File: src/hw/rtl/arc_pkg.sv
// arc_pkg: shared constants, codes and types for the arp cache resolver
// used by arc_cell and arp_cache_resolver_top; no dependencies
package arc_pkg;

    localparam int ENTRIES   = 16;
    localparam int IP_W      = 32;
    localparam int MAC_W     = 48;
    localparam int OPER_W    = 16;
    localparam int CFG_IDX_W = 2;

    localparam logic             FUNC_LOOKUP  = 1'b0;
    localparam logic             FUNC_LEARN   = 1'b1;
    localparam logic [OPER_W-1:0] OPER_REQUEST = 16'd1;

    localparam logic [CFG_IDX_W-1:0] REG_OWN_IP      = 2'd0;
    localparam logic [CFG_IDX_W-1:0] REG_SUBNET_MASK = 2'd1;
    localparam logic [CFG_IDX_W-1:0] REG_GATEWAY_IP  = 2'd2;

    typedef enum logic {
        ST_IDLE,
        ST_EXEC
    } state_t;

    // broadcast from the top level to every cell
    typedef struct packed {
        logic             write;
        logic [IP_W-1:0]  key;
        logic [MAC_W-1:0] mac;
        logic             any_match;
        logic             any_free;
    } cell_bcast_t;

    // handed from each cell to its right neighbor
    typedef struct packed {
        logic             head;
        logic             found;
        logic             free_seen;
        logic [MAC_W-1:0] mac;
    } cell_link_t;

endpackage

File: src/hw/rtl/arp_cache_resolver_top.sv
// arp_cache_resolver_top: ip-to-mac table built as a row of arc_cell entries
// depends on arc_pkg and arc_cell
//
// Each transaction has an accept cycle, where the next-hop
// address and the reply flag are formed, and an execute cycle, in which the
// search key is broadcast to the row of cells, the first-match and first-free
// flags ripple from cell to cell, a learn writes its entry and the result is
// registered. The done strobe is registered from the execute cycle, and
// the result is held until a later execute cycle replaces it. Busy is already
// low while done is high, so a new start can be taken in that same cycle. The
// result cannot be held off. Configuration writes are taken at any time and take effect once registered.
module arp_cache_resolver_top (
    input  logic                          clk,
    input  logic                          rst_n,
    input  logic                          cfg_wr_en,
    input  logic [arc_pkg::CFG_IDX_W-1:0] cfg_index,
    input  logic [arc_pkg::IP_W-1:0]      cfg_data,
    input  logic                          start,
    output logic                          busy,
    input  logic                          func,
    input  logic [arc_pkg::IP_W-1:0]      ip_addr,
    input  logic [arc_pkg::MAC_W-1:0]     mac_addr,
    input  logic [arc_pkg::OPER_W-1:0]    arp_oper,
    input  logic [arc_pkg::IP_W-1:0]      arp_tpa,
    output logic                          done,
    output logic                          hit,
    output logic [arc_pkg::MAC_W-1:0]     mac_found,
    output logic [arc_pkg::IP_W-1:0]      next_hop_ip,
    output logic                          send_reply
);
    import arc_pkg::*;

    logic [IP_W-1:0] own_ip_reg;
    logic [IP_W-1:0] subnet_mask_reg;
    logic [IP_W-1:0] gateway_ip_reg;

    state_t state_reg;
    state_t state_next;

    logic accept;
    logic exec;

    logic             func_reg;
    logic [IP_W-1:0]  key_reg;
    logic [MAC_W-1:0] mac_in_reg;
    logic             reply_reg;

    logic [IP_W-1:0]  hop;
    logic             on_subnet;

    logic             done_reg;
    logic             hit_reg;
    logic [MAC_W-1:0] mac_found_reg;
    logic [IP_W-1:0]  next_hop_reg;
    logic             send_reply_reg;

    cell_bcast_t bcast;
    cell_link_t  links [ENTRIES+1];

    // configuration registers
    always_ff @(posedge clk or negedge rst_n)
    begin
        if (!rst_n)
        begin
            own_ip_reg      <= '0;
            subnet_mask_reg <= '0;
            gateway_ip_reg  <= '0;
        end
        else if (cfg_wr_en)
        begin
            case (cfg_index)
                REG_OWN_IP:      own_ip_reg      <= cfg_data;
                REG_SUBNET_MASK: subnet_mask_reg <= cfg_data;
                REG_GATEWAY_IP:  gateway_ip_reg  <= cfg_data;
                default:         ;
            endcase
        end
    end

    // control
    always_comb
    begin
        state_next = state_reg;
        case (state_reg)
            ST_IDLE:
            begin
                if (start)
                begin
                    state_next = ST_EXEC;
                end
            end
            ST_EXEC:
            begin
                state_next = ST_IDLE;
            end
            default:
            begin
                state_next = ST_IDLE;
            end
        endcase
    end

    always_comb
    begin
        busy = 1'b0;
        exec = 1'b0;
        case (state_reg)
            ST_IDLE:
            begin
                busy = 1'b0;
                exec = 1'b0;
            end
            ST_EXEC:
            begin
                busy = 1'b1;
                exec = 1'b1;
            end
            default:
            begin
                busy = 1'b0;
                exec = 1'b0;
            end
        endcase
    end

    assign accept = start && !busy;

    always_ff @(posedge clk or negedge rst_n)
    begin
        if (!rst_n)
        begin
            state_reg <= ST_IDLE;
            done_reg  <= 1'b0;
        end
        else
        begin
            state_reg <= state_next;
            done_reg  <= exec;
        end
    end

    // accept stage
    assign on_subnet = (ip_addr & subnet_mask_reg) == (own_ip_reg & subnet_mask_reg);
    assign hop       = (func == FUNC_LEARN || on_subnet) ? ip_addr : gateway_ip_reg;

    always_ff @(posedge clk)
    begin
        if (accept)
        begin
            func_reg   <= func;
            key_reg    <= hop;
            mac_in_reg <= mac_addr;
            reply_reg  <= (arp_oper == OPER_REQUEST) && (arp_tpa == own_ip_reg);
        end
    end

    // cell row
    assign links[0] = '{head: 1'b1, found: 1'b0, free_seen: 1'b0, mac: '0};

    always_comb
    begin
        bcast.write     = exec && (func_reg == FUNC_LEARN);
        bcast.key       = key_reg;
        bcast.mac       = mac_in_reg;
        bcast.any_match = links[ENTRIES].found;
        bcast.any_free  = links[ENTRIES].free_seen;
    end

    for (genvar i = 0; i < ENTRIES; i++)
    begin : g_cell
        arc_cell u_cell (
            .clk      (clk),
            .rst_n    (rst_n),
            .bcast    (bcast),
            .link_in  (links[i]),
            .link_out (links[i+1])
        );
    end

    // result register
    always_ff @(posedge clk)
    begin
        if (exec)
        begin
            if (func_reg == FUNC_LOOKUP)
            begin
                hit_reg        <= links[ENTRIES].found;
                mac_found_reg  <= links[ENTRIES].mac;
                next_hop_reg   <= key_reg;
                send_reply_reg <= 1'b0;
            end
            else
            begin
                hit_reg        <= 1'b0;
                mac_found_reg  <= '0;
                next_hop_reg   <= '0;
                send_reply_reg <= reply_reg;
            end
        end
    end

    assign done        = done_reg;
    assign hit         = hit_reg;
    assign mac_found   = mac_found_reg;
    assign next_hop_ip = next_hop_reg;
    assign send_reply  = send_reply_reg;

    // checks
    a_done_after_exec: assert property (@(posedge clk) disable iff (!rst_n)
        done |-> $past(state_reg == ST_EXEC))
        else $error("done without an execute cycle");

    a_exec_one_cycle: assert property (@(posedge clk) disable iff (!rst_n)
        busy |=> !busy && done)
        else $error("execute cycle did not complete in one cycle");

    a_accept_exec: assert property (@(posedge clk) disable iff (!rst_n)
        accept |=> busy)
        else $error("accepted transaction did not start");

    a_result_kind: assert property (@(posedge clk) disable iff (!rst_n)
        (done && send_reply) |-> (!hit && next_hop_ip == '0))
        else $error("learn result carries lookup fields");

endmodule

File: src/hw/rtl/arc_cell.sv
// arc_cell: one table entry (ip, mac, valid) with its local compare and update
// depends on arc_pkg
module arc_cell (
    input  logic                 clk,
    input  logic                 rst_n,
    input  arc_pkg::cell_bcast_t bcast,
    input  arc_pkg::cell_link_t  link_in,
    output arc_pkg::cell_link_t  link_out
);
    import arc_pkg::*;

    logic [IP_W-1:0]  ip_reg;
    logic [MAC_W-1:0] mac_reg;
    logic             valid_reg;

    logic match;
    logic take_update;
    logic take_fill;

    assign match       = valid_reg && (ip_reg == bcast.key);
    assign take_update = bcast.write && match && !link_in.found;
    assign take_fill   = bcast.write && !bcast.any_match &&
                         ((!valid_reg && !link_in.free_seen) ||
                          (!bcast.any_free && link_in.head));

    always_comb
    begin
        link_out.head      = 1'b0;
        link_out.found     = link_in.found || match;
        link_out.free_seen = link_in.free_seen || !valid_reg;
        if (link_in.found)
        begin
            link_out.mac = link_in.mac;
        end
        else if (match)
        begin
            link_out.mac = mac_reg;
        end
        else
        begin
            link_out.mac = '0;
        end
    end

    always_ff @(posedge clk or negedge rst_n)
    begin
        if (!rst_n)
        begin
            valid_reg <= 1'b0;
        end
        else if (take_fill)
        begin
            valid_reg <= 1'b1;
        end
    end

    always_ff @(posedge clk)
    begin
        if (take_fill)
        begin
            ip_reg <= bcast.key;
        end
        if (take_fill || take_update)
        begin
            mac_reg <= bcast.mac;
        end
    end

endmodule
File: config.mk
export PLATFORM = sky130hd
export DESIGN_NAME = arp_cache_resolver_top
export DESIGN_NICKNAME = d
export VERILOG_FILES = /design/src/hw/rtl/arc_pkg.sv /design/src/hw/rtl/arp_cache_resolver_top.sv /design/src/hw/rtl/arc_cell.sv
export SDC_FILE = /design/constraint.sdc
export NUM_CORES = 2
export LEC_CHECK = 0
export ABC_AREA = 1
export BUFFER_PORTS_ARGS = -buffer_cell sky130_fd_sc_hd__buf_2
export CAP_MARGIN = 20
export CELL_PAD_IN_SITES_DETAIL_PLACEMENT = 2
export CELL_PAD_IN_SITES_GLOBAL_PLACEMENT = 2
export CORE_MARGIN = 3
export CORE_UTILIZATION = 45
export DETAILED_ROUTE_END_ITERATION = 12
export HOLD_SLACK_MARGIN = 0.05
export PLACE_DENSITY_LB_ADDON = 0.1
export SKIP_LAST_GASP = 1
export SLEW_MARGIN = 20
export SYNTH_ARGS = -nofsm -noshare
export SYNTH_HDL_FRONTEND = slang
export SYNTH_SLANG_ARGS = --single-unit
File: constraint.sdc
create_clock -name clk -period 15.45 [get_ports clk]
set_input_delay 3.09 -clock clk [delete_from_list [all_inputs] [get_ports clk]]
set_output_delay 3.09 -clock clk [all_outputs]
set_load 0.01 [all_outputs]
==> metrics.txt <==
Final ANT Viol Nets=0; number of clock buffers inserted by TritonCTS=169; CP arrival=between 8000 and 9000 ps; share of power burned in combinational logic=around 7.7%; Pre-antenna DRT Iters=6; clock-pin slew reported for the worst setup and hold paths after clock tree synthesis=roughly 60 ps; Initial Util=45.5%; RR Endpoint=g_cell[0].u_cell.mac_reg[35]; Yosys warning total=0; Hold Crit Endpoint=gateway_ip_reg[30]; Max IR drop VDD=approximately 0.13 mV; area added between synthesis and finish=13.7%; number of cells upsized or downsized after cts=0; antenna violations before repair=16; most frequent cells in the layout=1,502 x sky130_fd_sc_hd__nand2_1, 1,444 x sky130_fd_sc_hd__edfxtp_1, 598 x sky130_fd_sc_hd__nor2_1; number of cells on the worst hold path=2; clock tree root buffer cell=sky130_fd_sc_hd__clkbuf_16; total die area=154,000 um^2; TritonCTS clock tree=built; number of DRC markers after the initial detailed-route iteration=5,909; Clock Tree Buf Depth=3; H-tree depth=4; die width=a little under 400 um; internal reg-to-reg setup slack=7360 ps; type of the worst setup path=flop to flop; total count of max-transition violations in the final report=0; final wirelength=roughly 280,000 um; most common library cell in the layout ignoring fill and taps=sky130_fd_sc_hd__nand2_1; Setup Slack @ Placement=around 7600 ps; post-route minimum period=8090 ps; # clock sinks=between 1,500 and 2,000; post-synthesis sequential element count=1,558; average size of a mapped cell=11.1 um^2; leakage power of the design=28.6 nW; vertical die dimension=393 um; share of cells above drive strength 1=13.8%; post-synth cell types=60; wire length of the first global-routing pass=404,000 um; Gate Count Post-Synth=6,068; Nets=6,528; worst-skew pair later-pin latency=840 ps; Critical Path Sink Type=flop; final setup margin=7360 ps; Hold Path Origin=gateway_ip_reg[30]; FFs w/ async S/R, synth=under 10%; FP Rows=around 140; total routing resource utilization after global routing=36.4%; Worst Tran Pin Value=1200 ps; Net Count, Synth=6,235; final total power=between 0.009 and 0.01 W; share of total power in the clock network=41.8%; detailed-route via count=52,100; sequential cell area fraction in the yosys report=68.6%; category of the worst setup path launch point=flop; proportion of power drawn by flip-flops and latches=50.5%; number of global-route vias before repair=around 57,000; number of buffers inserted by post-CTS setup repair=0; count of buffers inserted at the top-level ports=250; largest net degree at the start of global routing=~70; launch instance of the worst register-to-register path=key_reg[17]; dpl hpwl=175,000 um; most used flip-flop cell after synthesis=sky130_fd_sc_hd__edfxtp_1; number of hold-repair buffers added at the cts stage=0; status=finished clean; Pwr Density=127 nW/um^2; net switching component of the power=between 0.002 and 0.003 W; Tcrit/Tclk final=between 50% and 60%; Hold/Removal Path Class=flop to flop; unrepaired setup endpoints after global routing=false; detail-routed net length per standard cell=33.4 um; Setup violations, final=0; final count of hold timing violations=0; Remaining DRCs=0; count of flip-flops with a built-in enable after synthesis=1,444; number of max-capacitance violations reported=0; worst-case headroom to the max-slew limit=20.1%; combined area of all synthesized cells=67,400 um^2; fraction of power spent switching nets=25.8%; cell-internal power=0.00722 W; core outline area=148,000 um^2; final-layout setup total negative slack=0 ps; last weighted congestion value of the routability-driven placer=0.918; total overflow reported by the global router=0; FMAX=124 MHz; number of flip-flops in the largest register=between 700 and 800; Post-Route Skew=41.8 ps; top fanout value on the critical path=61; depth of the worst register-to-register path=26; I/O pin count=between 200 and 300; required time of the critical path=approximately 16,000 ps; vias per inst=approximately 6.2
-- area by class of cell --
type,count,area [um^2]
inverters,422,1590
clock buffers,223,4520
well taps,1930,2410
diodes,1,2.50
clock inverters,84,822
multi-input cells,3806,18700
fillers,14700,71500
flip-flops and latches,1558,46200
repair buffers,404,2450
-- worst max-delay path by stage --
stage | startpoint | cells past startpoint | to
finish | key_reg[17] | 26 | g_cell[0].u_cell.mac_reg[35]
floorplan | start | 2 | func_reg
global placement | key_reg[17] | 26 | g_cell[7].u_cell.mac_reg[23]
CTS | key_reg[17] | 26 | g_cell[7].u_cell.mac_reg[22]
detailed placement | key_reg[17] | 26 | g_cell[7].u_cell.mac_reg[22]
global route | key_reg[17] | 26 | g_cell[0].u_cell.mac_reg[34]
-- worst max-delay path, cell delays in order (launching register included) --
cell and delay, ps:
sky130_fd_sc_hd__edfxtp_1 390, sky130_fd_sc_hd__buf_4 220, sky130_fd_sc_hd__inv_2 420, sky130_fd_sc_hd__buf_4 390, sky130_fd_sc_hd__nand2_1 120, sky130_fd_sc_hd__nand2_1 90, sky130_fd_sc_hd__nor2_1 50, sky130_fd_sc_hd__nand2_1 60
sky130_fd_sc_hd__nor2_1 70, sky130_fd_sc_hd__nand3_1 130, sky130_fd_sc_hd__nor2_4 40, sky130_fd_sc_hd__buf_4 320, sky130_fd_sc_hd__nor2_4 180, sky130_fd_sc_hd__buf_4 540, sky130_fd_sc_hd__nand4_1 330, sky130_fd_sc_hd__buf_4 480
sky130_fd_sc_hd__nor2_8 290, sky130_fd_sc_hd__nand4_4 230, sky130_fd_sc_hd__nor2_4 290, sky130_fd_sc_hd__nand3_4 140, sky130_fd_sc_hd__nor2_4 190, sky130_fd_sc_hd__nand2_4 140, sky130_fd_sc_hd__nor3_4 270, sky130_fd_sc_hd__nand2_4 270
sky130_fd_sc_hd__buf_4 440, sky130_fd_sc_hd__o21ai_4 890, sky130_fd_sc_hd__buf_4 550
-- stage by stage --
step,hold slack [ps],utilization [%],std cells,instance area (um^2)
floorplan,447,-,6068,67400
global placement,459,48.1,8119,71300
detailed placement,471,48.1,8119,71300
CTS,488,51.7,8426,76600
global route,516,51.7,8427,76700
finish,483,51.7,8428,76700
-- logic make-up after synthesis --
logic type	Yosys count	synth area share [%]
compound gates	831	6.93
xor+xnor	164	2.13
buf+inv	704	4.22
flops	1558	68.6
mux	32	0.535
simple gates	2779	17.6
-- layer usage --
layer,vias up,global-route usage (%),share of wire (%)
li1,21600,-,-
met1,27100,47.9,39
met2,2731,58.7,47
met3,653,7.14,9.0
met4,10,15.9,4.6
met5,-,0,0.022
-- power by group through the flow --
stage | clock, W | combinational, W | sequential, W
6_report | 0.00407 | 0.000750 | 0.00491
5_1_grt | 0.00425 | 0.000788 | 0.00492
4_1_cts | 0.00410 | 0.000730 | 0.00491
3_5_place_dp | 0 | 0.000716 | 0.00499
3_3_place_gp | 0 | 0.000682 | 0.00497
2_1_floorplan | 0 | 0.000338 | 0.00495
-- cell usage after synthesis, types with 19 or more instances --
| cell | number | area, um^2 |
|---|---|---|
| sky130_fd_sc_hd__o2111ai_1 | 21 | 184 |
| sky130_fd_sc_hd__nor3_1 | 35 | 175 |
| sky130_fd_sc_hd__xor2_1 | 54 | 473 |
| sky130_fd_sc_hd__mux2_2 | 32 | 360 |
| sky130_fd_sc_hd__nand3_1 | 245 | 1230 |
| sky130_fd_sc_hd__inv_2 | 30 | 113 |
| sky130_fd_sc_hd__edfxtp_1 | 1444 | 43400 |
| sky130_fd_sc_hd__o22ai_1 | 76 | 475 |
| sky130_fd_sc_hd__inv_1 | 390 | 1460 |
| sky130_fd_sc_hd__or2_2 | 114 | 713 |
| sky130_fd_sc_hd__nand2_1 | 1510 | 5670 |
| sky130_fd_sc_hd__dfrtp_1 | 114 | 2850 |
| sky130_fd_sc_hd__a21oi_1 | 107 | 536 |
| sky130_fd_sc_hd__xnor2_1 | 110 | 963 |
| sky130_fd_sc_hd__nand4_1 | 141 | 882 |
| sky130_fd_sc_hd__nor2_1 | 615 | 2310 |
| sky130_fd_sc_hd__o31ai_1 | 45 | 338 |
| sky130_fd_sc_hd__clkbuf_1 | 148 | 556 |
| sky130_fd_sc_hd__a221oi_1 | 19 | 166 |
| sky130_fd_sc_hd__buf_2 | 91 | 455 |
| sky130_fd_sc_hd__o21ai_1 | 87 | 435 |
| sky130_fd_sc_hd__o21ai_0 | 430 | 2150 |
| sky130_fd_sc_hd__buf_1 | 25 | 93.8 |
| sky130_fd_sc_hd__nor4_1 | 48 | 300 |
Note: power is estimated with default switching activity, not from simulation.
